`src/sv/mps_pkg.sv`:
```
// Shared types, constants and codes for the maze path search block.
// No dependencies; every other file imports this package.
package mps_pkg;

    localparam int GRID_ROWS = 8;
    localparam int GRID_COLS = 8;
    localparam int CELLS     = 64;
    localparam int IDX_W     = 6;
    localparam int DEPTH_W   = 7;

    localparam logic REQ_WRITE = 1'b0;
    localparam logic REQ_SOLVE = 1'b1;

    localparam logic [2:0] DIR_ROW_INC = 3'd1;
    localparam logic [2:0] DIR_COL_INC = 3'd2;
    localparam logic [2:0] DIR_ROW_DEC = 3'd3;
    localparam logic [2:0] DIR_COL_DEC = 3'd4;

    typedef struct packed {
        logic       req_type;
        logic [2:0] cell_row;
        logic [2:0] cell_col;
        logic       cell_wall;
        logic [2:0] start_row;
        logic [2:0] start_col;
        logic [2:0] end_row;
        logic [2:0] end_col;
    } req_item_t;

    typedef struct packed {
        logic [2:0] step_row;
        logic [2:0] step_col;
        logic [6:0] step_number;
        logic       found;
        logic       last;
    } rsp_item_t;

    typedef struct packed {
        logic [2:0] row;
        logic [2:0] col;
        logic [2:0] dir;
    } stack_entry_t;

    typedef struct packed {
        logic start;
        logic write_map;
        logic push;
        logic pop;
        logic advance;
        logic out_init;
        logic out_load;
        logic nf_load;
    } cmd_t;

    typedef struct packed {
        logic solve_req;
        logic can_enter;
        logic at_goal;
        logic depth_zero;
        logic depth_full;
        logic dir_done;
        logic out_free;
        logic k_last;
    } status_t;

endpackage

```
`src/sv/mps_ctrl.sv`:
```
// Search sequencer: takes map writes, walks probe, backtrack, path readout and not-found reply.
// Depends on mps_pkg; drives mps_datapath through cmd_t / status_t.
module mps_ctrl (
    input  logic             clk,
    input  logic             rst_n,
    input  logic             req_valid,
    output logic             req_ready,
    input  mps_pkg::status_t status,
    output mps_pkg::cmd_t    cmd
);
    import mps_pkg::*;

    localparam logic [2:0] S_IDLE  = 3'd0;
    localparam logic [2:0] S_PROBE = 3'd1;
    localparam logic [2:0] S_POP   = 3'd2;
    localparam logic [2:0] S_OREAD = 3'd3;
    localparam logic [2:0] S_OLOAD = 3'd4;
    localparam logic [2:0] S_NF    = 3'd5;

    logic [2:0] state_reg;
    logic [2:0] state_next;

    always_ff @(posedge clk or negedge rst_n)
    begin
        if (!rst_n)
        begin
            state_reg <= S_IDLE;
        end
        else
        begin
            state_reg <= state_next;
        end
    end

    always_comb
    begin
        state_next = state_reg;
        cmd        = '0;
        req_ready  = 1'b0;
        case (state_reg)
            S_IDLE:
            begin
                req_ready = 1'b1;
                if (req_valid)
                begin
                    if (status.solve_req)
                    begin
                        cmd.start  = 1'b1;
                        state_next = S_PROBE;
                    end
                    else
                    begin
                        cmd.write_map = 1'b1;
                    end
                end
            end
            S_PROBE:
            begin
                if (status.can_enter && !status.depth_full)
                begin
                    cmd.push = 1'b1;
                    if (status.at_goal)
                    begin
                        cmd.out_init = 1'b1;
                        state_next   = S_OREAD;
                    end
                end
                else if (!status.depth_zero)
                begin
                    cmd.pop    = 1'b1;
                    state_next = S_POP;
                end
                else
                begin
                    state_next = S_NF;
                end
            end
            S_POP:
            begin
                if (!status.dir_done)
                begin
                    cmd.advance = 1'b1;
                    state_next  = S_PROBE;
                end
                else if (!status.depth_zero)
                begin
                    cmd.pop = 1'b1;
                end
                else
                begin
                    state_next = S_NF;
                end
            end
            S_OREAD:
            begin
                state_next = S_OLOAD;
            end
            S_OLOAD:
            begin
                if (status.out_free)
                begin
                    cmd.out_load = 1'b1;
                    state_next   = status.k_last ? S_IDLE : S_OREAD;
                end
            end
            S_NF:
            begin
                if (status.out_free)
                begin
                    cmd.nf_load = 1'b1;
                    state_next  = S_IDLE;
                end
            end
            default:
            begin
                state_next = S_IDLE;
            end
        endcase
    end

    assert property (@(posedge clk) disable iff (!rst_n)
        (state_reg == S_OREAD) |=> (state_reg == S_OLOAD))
        else $error("path readout skipped the load step");

    assert property (@(posedge clk) disable iff (!rst_n)
        cmd.start |=> (state_reg == S_PROBE))
        else $error("search did not begin with a probe");

    assert property (@(posedge clk) disable iff (!rst_n)
        $countones({cmd.push, cmd.pop, cmd.advance, cmd.out_load, cmd.nf_load}) <= 1)
        else $error("conflicting datapath commands");

endmodule

```
`src/sv/mps_datapath.sv`:
```
// Maze maps, search stack memory, cursor, depth counter and result register.
// Depends on mps_pkg; commanded by mps_ctrl.
module mps_datapath (
    input  logic               clk,
    input  logic               rst_n,
    input  mps_pkg::req_item_t req,
    input  logic               rsp_ready,
    output logic               rsp_valid,
    output mps_pkg::rsp_item_t rsp,
    input  mps_pkg::cmd_t      cmd,
    output mps_pkg::status_t   status
);
    import mps_pkg::*;

    logic [CELLS-1:0]   wall_reg;
    logic [CELLS-1:0]   visited_reg;
    stack_entry_t       stack_mem [CELLS];
    stack_entry_t       rd_data_reg;
    logic [3:0]         r_reg;
    logic [3:0]         c_reg;
    logic [3:0]         r_next;
    logic [3:0]         c_next;
    logic [2:0]         end_row_reg;
    logic [2:0]         end_col_reg;
    logic [DEPTH_W-1:0] depth_reg;
    logic [DEPTH_W-1:0] depth_next;
    logic [DEPTH_W-1:0] depth_m1;
    logic [IDX_W-1:0]   k_reg;
    logic [IDX_W-1:0]   k_next;
    logic               rsp_valid_reg;
    rsp_item_t          rsp_reg;

    logic [IDX_W-1:0]   idx;
    logic [IDX_W-1:0]   wr_idx;
    logic [IDX_W-1:0]   rd_addr;
    logic               in_grid;
    logic               wr_in_grid;
    logic [2:0]         next_dir;
    logic [3:0]         nb_row;
    logic [3:0]         nb_col;
    logic [DEPTH_W-1:0] k_plus1;
    logic               stack_we;
    stack_entry_t       stack_wdata;

    always_comb
    begin
        idx        = {r_reg[2:0], c_reg[2:0]};
        in_grid    = (r_reg < 4'(GRID_ROWS)) && (c_reg < 4'(GRID_COLS));
        wr_idx     = {req.cell_row, req.cell_col};
        wr_in_grid = ({1'b0, req.cell_row} < 4'(GRID_ROWS))
                  && ({1'b0, req.cell_col} < 4'(GRID_COLS));
        depth_m1   = depth_reg - 7'd1;
        k_plus1    = {1'b0, k_reg} + 7'd1;
        rd_addr    = cmd.pop ? depth_m1[IDX_W-1:0] : k_reg;
        next_dir   = rd_data_reg.dir + 3'd1;
        nb_row     = {1'b0, rd_data_reg.row};
        nb_col     = {1'b0, rd_data_reg.col};
        case (next_dir)
            DIR_ROW_INC: nb_row = {1'b0, rd_data_reg.row} + 4'd1;
            DIR_COL_INC: nb_col = {1'b0, rd_data_reg.col} + 4'd1;
            DIR_ROW_DEC: nb_row = {1'b0, rd_data_reg.row} - 4'd1;
            default:     nb_col = {1'b0, rd_data_reg.col} - 4'd1;
        endcase
    end

    always_comb
    begin
        stack_we    = cmd.push || cmd.advance;
        stack_wdata = cmd.push
                    ? stack_entry_t'{row: r_reg[2:0], col: c_reg[2:0], dir: DIR_ROW_INC}
                    : stack_entry_t'{row: rd_data_reg.row, col: rd_data_reg.col,
                                     dir: next_dir};
        depth_next  = depth_reg;
        r_next      = r_reg;
        c_next      = c_reg;
        k_next      = k_reg;
        if (cmd.start)
        begin
            depth_next = '0;
            r_next     = {1'b0, req.start_row};
            c_next     = {1'b0, req.start_col};
        end
        else if (cmd.push)
        begin
            depth_next = depth_reg + 7'd1;
            r_next     = r_reg + 4'd1;
        end
        else if (cmd.pop)
        begin
            depth_next = depth_m1;
        end
        else if (cmd.advance)
        begin
            depth_next = depth_reg + 7'd1;
            r_next     = nb_row;
            c_next     = nb_col;
        end
        if (cmd.out_init)
        begin
            k_next = '0;
        end
        else if (cmd.out_load)
        begin
            k_next = k_plus1[IDX_W-1:0];
        end
    end

    always_ff @(posedge clk or negedge rst_n)
    begin
        if (!rst_n)
        begin
            wall_reg      <= '0;
            visited_reg   <= '0;
            depth_reg     <= '0;
            r_reg         <= '0;
            c_reg         <= '0;
            k_reg         <= '0;
            rsp_valid_reg <= 1'b0;
        end
        else
        begin
            if (cmd.write_map && wr_in_grid)
            begin
                wall_reg[wr_idx] <= req.cell_wall;
            end
            if (cmd.start)
            begin
                visited_reg <= '0;
            end
            else if (cmd.push)
            begin
                visited_reg[idx] <= 1'b1;
            end
            depth_reg <= depth_next;
            r_reg     <= r_next;
            c_reg     <= c_next;
            k_reg     <= k_next;
            if (cmd.out_load || cmd.nf_load)
            begin
                rsp_valid_reg <= 1'b1;
            end
            else if (rsp_ready)
            begin
                rsp_valid_reg <= 1'b0;
            end
        end
    end

    always_ff @(posedge clk)
    begin
        if (cmd.start)
        begin
            end_row_reg <= req.end_row;
            end_col_reg <= req.end_col;
        end
        if (cmd.out_load)
        begin
            rsp_reg <= '{step_row: rd_data_reg.row, step_col: rd_data_reg.col,
                         step_number: k_plus1, found: 1'b1,
                         last: (k_plus1 == depth_reg)};
        end
        else if (cmd.nf_load)
        begin
            rsp_reg <= '{step_row: 3'd0, step_col: 3'd0, step_number: 7'd0,
                         found: 1'b0, last: 1'b1};
        end
    end

    always_ff @(posedge clk)
    begin
        if (stack_we)
        begin
            stack_mem[depth_reg[IDX_W-1:0]] <= stack_wdata;
        end
        rd_data_reg <= stack_mem[rd_addr];
    end

    always_comb
    begin
        status.solve_req  = (req.req_type == REQ_SOLVE);
        status.can_enter  = in_grid && !visited_reg[idx] && !wall_reg[idx];
        status.at_goal    = (r_reg == {1'b0, end_row_reg}) && (c_reg == {1'b0, end_col_reg});
        status.depth_zero = (depth_reg == '0);
        status.depth_full = depth_reg[DEPTH_W-1];
        status.dir_done   = (rd_data_reg.dir >= DIR_COL_DEC);
        status.out_free   = !rsp_valid_reg || rsp_ready;
        status.k_last     = (k_plus1 == depth_reg);
    end

    assign rsp_valid = rsp_valid_reg;
    assign rsp       = rsp_reg;

    assert property (@(posedge clk) disable iff (!rst_n)
        depth_reg <= 7'(CELLS))
        else $error("stack depth beyond capacity");

    assert property (@(posedge clk) disable iff (!rst_n)
        (cmd.out_load || cmd.nf_load) |-> status.out_free)
        else $error("result register overwritten while pending");

    assert property (@(posedge clk) disable iff (!rst_n)
        cmd.push |=> visited_reg[$past(idx)])
        else $error("entered cell not marked visited");

    assert property (@(posedge clk) disable iff (!rst_n)
        (rsp_valid_reg && !rsp_reg.found) |-> rsp_reg.last)
        else $error("not-found beat without last");

endmodule

```
`src/sv/maze_path_search.sv`:
```
// Maze path search, top level: depth-first solver over a grid of up to 8 x 8 cells.
// Map write: no result. Solve: enter a cell per push, pop stack entries while
// backtracking and retry the next direction of each popped entry; path readout
// then reads and loads each beat through the registered stack read port (plus stall).
// One request at a time.
// Reset: all cells open, visited map clear, no pending beat; the stack needs no clearing.
module maze_path_search (
    input  logic               clk,
    input  logic               rst_n,
    input  logic               req_valid,
    output logic               req_ready,
    input  mps_pkg::req_item_t req,
    output logic               rsp_valid,
    input  logic               rsp_ready,
    output mps_pkg::rsp_item_t rsp
);
    import mps_pkg::*;

    cmd_t    cmd;
    status_t status;

    mps_ctrl u_ctrl (
        .clk       (clk),
        .rst_n     (rst_n),
        .req_valid (req_valid),
        .req_ready (req_ready),
        .status    (status),
        .cmd       (cmd)
    );

    mps_datapath u_datapath (
        .clk       (clk),
        .rst_n     (rst_n),
        .req       (req),
        .rsp_ready (rsp_ready),
        .rsp_valid (rsp_valid),
        .rsp       (rsp),
        .cmd       (cmd),
        .status    (status)
    );

endmodule
```
`config.mk`:
```
export PLATFORM = sky130hd
export DESIGN_NAME = maze_path_search
export DESIGN_NICKNAME = d
export VERILOG_FILES = /design/src/sv/mps_pkg.sv /design/src/sv/mps_ctrl.sv /design/src/sv/mps_datapath.sv /design/src/sv/maze_path_search.sv
export SDC_FILE = /design/constraint.sdc
export NUM_CORES = 1
export LEC_CHECK = 0
export BUFFER_PORTS_ARGS = -buffer_cell sky130_fd_sc_hd__buf_2
export CORE_MARGIN = 2
export CORE_UTILIZATION = 40
export DETAILED_ROUTE_END_ITERATION = 8
export PLACE_DENSITY_LB_ADDON = 0.08
export SLEW_MARGIN = 40
export SYNTH_ARGS = -nofsm -noshare
export SYNTH_HDL_FRONTEND = slang
export SYNTH_SLANG_ARGS = --single-unit
```
`constraint.sdc`:
```
create_clock -name clk -period 18.2 [get_ports clk]
set_input_delay 3.64 -clock clk [delete_from_list [all_inputs] [get_ports clk]]
set_output_delay 3.64 -clock clk [all_outputs]
set_load 0.005 [all_outputs]
```
# After elaboration in Yosys (flattened, before gate mapping)
# Memory sizes are Yosys's and may differ from the RTL's. A register that Yosys moved wholly into a read port is not among the register bits.
# Index checks and enable logic that the tools add are counted.
totals:
  reg_bits: 174
  latchBits: 0
  ramBits: 576
  romBits: 0
  input_bits: 24
  output_inout_bits: 17
  word_cells: 145
  n_memories: 1
op_classes:
  add_sub_neg: 9
  mul: 0
  div_mod_pow: 0
  n_lt_le_gt_ge: 7
  n_eq_ne: 20
  shift: 0
  n_mux: 65
  bitwise: 1
  n_reduce_logical: 27
mem_list:
  columns: ["memory", "words", "word_bits", "read_ports", "rd_ports_with_merged_regs", "write_ports", "line", "text"]
  rows:
  - ["u_datapath.stack_mem", 64, 9, 1, 1, 1, "mps_datapath.sv:17", "stack_entry_t stack_mem [CELLS];"]
ops:
  columns: ["cell", "count"]
  rows:
  - ["64-bit two-way mux", 2]
  - ["64-bit bitwise mux", 1]
  - ["64-bit bitwise OR", 1]
  - ["4-bit two-way mux", 8]
  - ["15-bit two-way mux", 2]
  - ["7-bit two-way mux", 4]
  - ["3-bit two-way mux", 9]
  - ["1-bit two-way mux", 24]
  - ["6-bit two-way mux", 3]
  - ["3-bit case mux with 6 select lines", 1]
  - ["4-bit case mux with 2 select lines", 2]
  - ["6-bit by 7-bit < comparator with 1-bit output (second input constant)", 2]
  - ["1-bit binary-select mux with 6-bit select", 2]
  - ["1-bit demux with 6-bit select", 2]
  - ["3-bit by 2-bit == test with 1-bit output (second input constant)", 4]
  - ["6-bit by 1-bit >= comparator with 1-bit output (second input constant)", 2]
  - ["2-bit != test (second input constant)", 6]
  - ["2-bit nonzero test", 5]
  - ["9-bit two-way mux", 1]
  - ["3-bit by 1-bit adder with 4-bit output (second input constant)", 2]
  - ["4-bit by 3-bit == test with 1-bit output", 2]
  - ["4-bit < comparator (second input constant)", 2]
  - ["3-bit by 1-bit subtractor with 4-bit output (second input constant)", 2]
  - ["6-bit by 1-bit adder with 7-bit output (second input constant)", 1]
  - ["23 further kinds", 39]

# Longest topological paths before layout
logic_depth:
  word_depth: 11
  mapped_depth: 19

# By module
# A second synthesis with hierarchy kept.
unflattened:
  cells_unflattened: 2209
  area_unflattened_um2: 31953.1
by_module_without_submodules:
  columns: ["mod", "instances", "cells_each", "area_per_inst_um2"]
  rows:
  - ["mps_datapath", 1, 2165, 31636.6]
  - ["mps_ctrl", 1, 44, 316.6]

# Worst setup path after synthesis
# Ideal clock, no wire load.
synth_timing:
  path_kind: "register to register"
  start: "register u_datapath.c_reg[0]"
  end: "memory u_datapath.stack_mem[0][3] in the netlist's numbering, data pin"
  setup_ns: 0.702
  arrival_time_ns: 5.566
  required_time_ns: 17.498
  slack_ns: 11.932
  stages_incl_launch_ff: 13
  synth_period_minus_slack_ns: 6.268
  path_cell_list: "dfrtp_1 buf_2 or3_1 o211ai_1 o41ai_1 or4_1 a311o_1 or3_1 buf_2 or3_1 buf_2 clkbuf_1 o21ai_0"
synth_rtl:
  columns: ["item", "line", "text"]
  rows:
  - ["start, declared", "mps_datapath.sv:20", "logic [3:0] c_reg;"]
  - ["start signal, assigned", "mps_datapath.sv:136", "c_reg <= c_next;"]
  - ["end, declared", "mps_datapath.sv:17", null]

# Worst setup path in the final report
layout_timing:
  start: "register u_datapath.c_reg[0]"
  end: "register, netlist name u_datapath.rd_data_reg[8]"
layout_between:
  elab_chain_cells: 9
layout_lines:
  columns: ["item", "line", "text"]
  rows:
  - ["1-bit binary-select mux with 6-bit select", "mps_datapath.sv:181", "status.can_enter = in_grid && !visited_reg[idx] && !wall_reg[idx];"]
  - ["1-bit two-way mux (implied by the code)", "mps_datapath.sv:181", null]
  - ["1-bit logical NOT", "mps_datapath.sv:181", null]
  - ["1-bit logical AND", "mps_datapath.sv:181", null]
  - ["1-bit logical AND *", "mps_datapath.sv:181", null]
  - ["1-bit logical AND *", "mps_ctrl.sv:59", "if (status.can_enter && !status.depth_full)"]
  - ["1-bit two-way mux *", "mps_ctrl.sv:59", null]
  - ["1-bit case mux with 2 select lines *", "mps_ctrl.sv:40", "case (state_reg)"]
  - ["6-bit two-way mux *", "mps_datapath.sv:54", "rd_addr = cmd.pop ? depth_m1[IDX_W-1:0] : k_reg;"]
# Every way passes the cells marked *; elsewhere a longest branch is shown, timed or not. The select of a mux whose other input is x is not followed.
# A chain may end at the register's enable or synchronous reset.

==> metrics.md <==
| Metric | Value |
|---|---|
| Post-synthesis cell type with the largest combined area | `edfxtp_1` |
| Horizontal die dimension | `~290 µm` |
| Data required, critical path | `about 19 ns` |
| Cell count after synthesis | `approximately 2500` |
| Number of nets in the finished design | `~2600` |
| Hpwl dp | `slightly below 60000 µm` |
| Syn Std Cell Area | `between 30000 and 40000 µm²` |
| Synthesized area divided by synthesized cell count | `12.7 µm²` |
| Max-Slew Margin vs Limit | `0.348` |
| Die area | `between 80000 and 90000 µm²` |
| Area Overhead vs Synth | `13.7%` |
| Area taken by flip-flops and latches | `roughly 22000 µm²` |
| Max frequency | `about 0.14 GHz` |
| Total detailed-routing wirelength | `roughly 94000 µm` |
| Drt drc | `0` |
| Number of top-level pins | `between 40 and 50` |
| Buffer cell driving the clock tree root | `clkbuf_16` |
| Largest net degree at the start of global routing | `between 100 and 150` |
| Antenna violations before repair | `3` |
| Final Non-Filler Cells | `about 3600` |
| Via count of the first global-routing pass | `20500` |
| CTS tree | `yes` |
| Maximum fanout along the worst path | `52` |
| Path type of the worst min-delay path | `flop to flop` |
| Number of inserted filler cells in the final layout | `~7000` |
| Length of the first detailed-routing pass in iterations | `5` |
| H-tree Lvls | `3` |
| Final Max Tran Viols | `0` |
| Period minus WS final | `7.25 ns` |
| Final total negative setup slack | `0 ns` |
| CP Class | `flop to flop` |
| Number of maximum-capacitance constraint violations | `0` |
| Wire length of the first global-routing pass | `around 140000 µm` |
| Hold Violations, Final | `0` |
| Tcrit/Tclk final | `0.399` |
| Register clock-pin slew on the reported worst setup and hold paths | `approximately 0.060 ns` |
| Post-synth top area share | `0.560` |
| Count of final setup violators | `0` |
| Placed Instances | `~3500` |
| Primary flip-flop cell chosen by synthesis mapping | `edfxtp_1` |
| Vias/cell | `5.68` |
| Data arrival at the endpoint of the critical path | `approximately 7.8 ns` |
| Total via count after detailed routing | `just over 20000` |
| Proportion of layout cells with a drive suffix above 1 | `0.158` |
| Syn_nets | `~2600` |
| Starting density of the core | `0.405` |
| Cell with the most instances after synthesis | `edfxtp_1` |
| Clock network latency to the later pin of the worst-skew pair | `0.64 ns` |
| Clock tree buffer depth | `3` |
| Final ANT Viol Nets | `0` |
| Multi-input gate area | `roughly 9700 µm²` |
| Sequential element share of the synthesized area | `0.686` |
| All-Layer GR Usage | `0.230` |
| Hold Buf Count CTS | `0` |
| Number of gates resized after cts | `0` |
| Std cell rows | `103` |
| Kind of capture point of the worst setup path | `flop` |
| Worst-case clock skew | `0.0259 ns` |
| Antenna cells | `0` |
| Total congestion overflow after global routing | `0` |
| Cells taking the most area after synthesis | `edfxtp_1, dfrtp_1, nand2_1` |
| FF+latch count, synth | `around 760` |
| Run status | `completed` |
| Unrepaired setup endpoints after global routing | `no` |
| Area of the placeable core | `around 79000 µm²` |
| Post-synth top cells | `edfxtp_1, nand2_1, nor2_1` |
| Height of the die | `~290 µm` |
| Worst-margin pin slew | `~0.97 ns` |
| Post-synth EDFFs | `between 500 and 600` |
| Number of buffers inserted during clock tree synthesis | `85` |
| Yosys synthesis warning count | `0` |
| Post-synthesis cell type count | `80` |
| Buffers added on ports | `40` |
| Routed wirelength normalized by instance count | `between 20 and 30 µm` |
| Category of the worst setup path launch point | `flop` |
| Sink Count | `~760` |
| Share of flip-flops with an asynchronous set or reset | `0.202` |
| Detailed router's first-iteration violation count | `~1600` |
| Final Wtd Congestion | `0.879` |
| Number of flip-flops under the largest register name | `roughly 580` |
| Setup bufs post-CTS | `0` |
[per-layer routing]
layer | part of all wire | up-vias | GRT usage
li1 | - | 9336 | -
met1 | 0.46 | 10600 | 0.331
met2 | 0.46 | 595 | 0.361
met3 | 0.055 | 134 | 0.0395
met4 | 0.025 | 4 | 0.0618
met5 | 0.00029 | - | 0
[placed cells by master, fill, tap and decap left out, types with 11 or more instances in the layout]
cell type,count
a211oi_1,20
a21oi_1,175
a221oi_1,38
a31oi_1,61
a32o_1,19
buf_2,38
buf_4,29
clkbuf_1,20
clkbuf_16,87
clkinv_1,11
clkinv_2,15
dfrtp_1,152
edfxtp_1,596
ha_1,11
inv_1,17
mux2_2,73
mux2i_1,93
nand2_1,457
nand2b_1,15
nand3_1,70
nand4_1,18
nor2_1,150
nor2_2,68
nor3_1,28
o21ai_0,33
o221ai_1,29
or3_1,18
xnor2_1,18
xor2_1,16
[cells by family after synthesis]
logic type / Yosys count / synth area share
compound gates: 453 / 0.0940
xor+xnor: 34 / 0.00932
fa+ha+maj: 13 / 0.00556
buf+inv: 183 / 0.0248
flops: 759 / 0.686
mux: 172 / 0.0575
simple gates: 905 / 0.123
[through the flow]
stage	utilization	hold WS (ns)	cell area, µm²	setup slack (ns)
6_report	0.460	0.451	36300	10.95
5_1_grt	0.460	0.469	36300	10.63
4_1_cts	0.459	0.455	36300	10.77
3_5_place_dp	0.424	0.448	33500	10.85
3_3_place_gp	0.420	0.435	33200	10.91
2_1_floorplan	-	0.439	32000	11.93
[worst paths after layout]
kind / startpoint / end / slack (ns) / cells past startpoint
min in group asynchronous: rst_n / u_datapath.wall_reg[24]$_DFFE_PN0P_ / 2.89 / 1
setup reg to reg: u_datapath.c_reg[0]$_DFFE_PN0P_ / u_datapath.rd_data_reg[8]$_DFF_P_ / 10.95 / 15
hold reg to reg: u_datapath.rsp[1]$_SDFFE_PP1P_ / u_datapath.rsp[1]$_SDFFE_PP1P_ / 0.45 / 2
hold / removal: u_datapath.rsp[1]$_SDFFE_PP1P_ / u_datapath.rsp[1]$_SDFFE_PP1P_ / 0.45 / 2
max in group asynchronous: rst_n / u_datapath.visited_reg[43]$_DFFE_PN0P_ / 14.29 / 2
setup / recovery: u_datapath.c_reg[0]$_DFFE_PN0P_ / u_datapath.rd_data_reg[8]$_DFF_P_ / 10.95 / 15
[worst max-delay path, cell delays in order (launching register included)]
cell	delay [ns]
dfrtp_1	0.32
buf_4	0.34
inv_1	0.30
o211ai_1	0.24
o41ai_1	0.09
or4_1	0.56
a311o_1	0.42
o311ai_0	0.67
and3_4	0.66
buf_4	0.70
buf_4	0.68
buf_4	0.75
a21oi_1	0.08
a221oi_1	0.45
nor3_1	0.21
a2111oi_1	0.44
[area by class of cell]
class	count	share of cell area
inverter	19	0.00196
clock buffer	114	0.0646
tap	1050	0.0362
sequential	759	0.604
clock inverter	42	0.0118
timing repair buffer	77	0.0151
multi-input combinational	1577	0.267
Power is not shown: default switching activity piles up to over one toggle a cycle in this logic, so the estimate is an artifact.
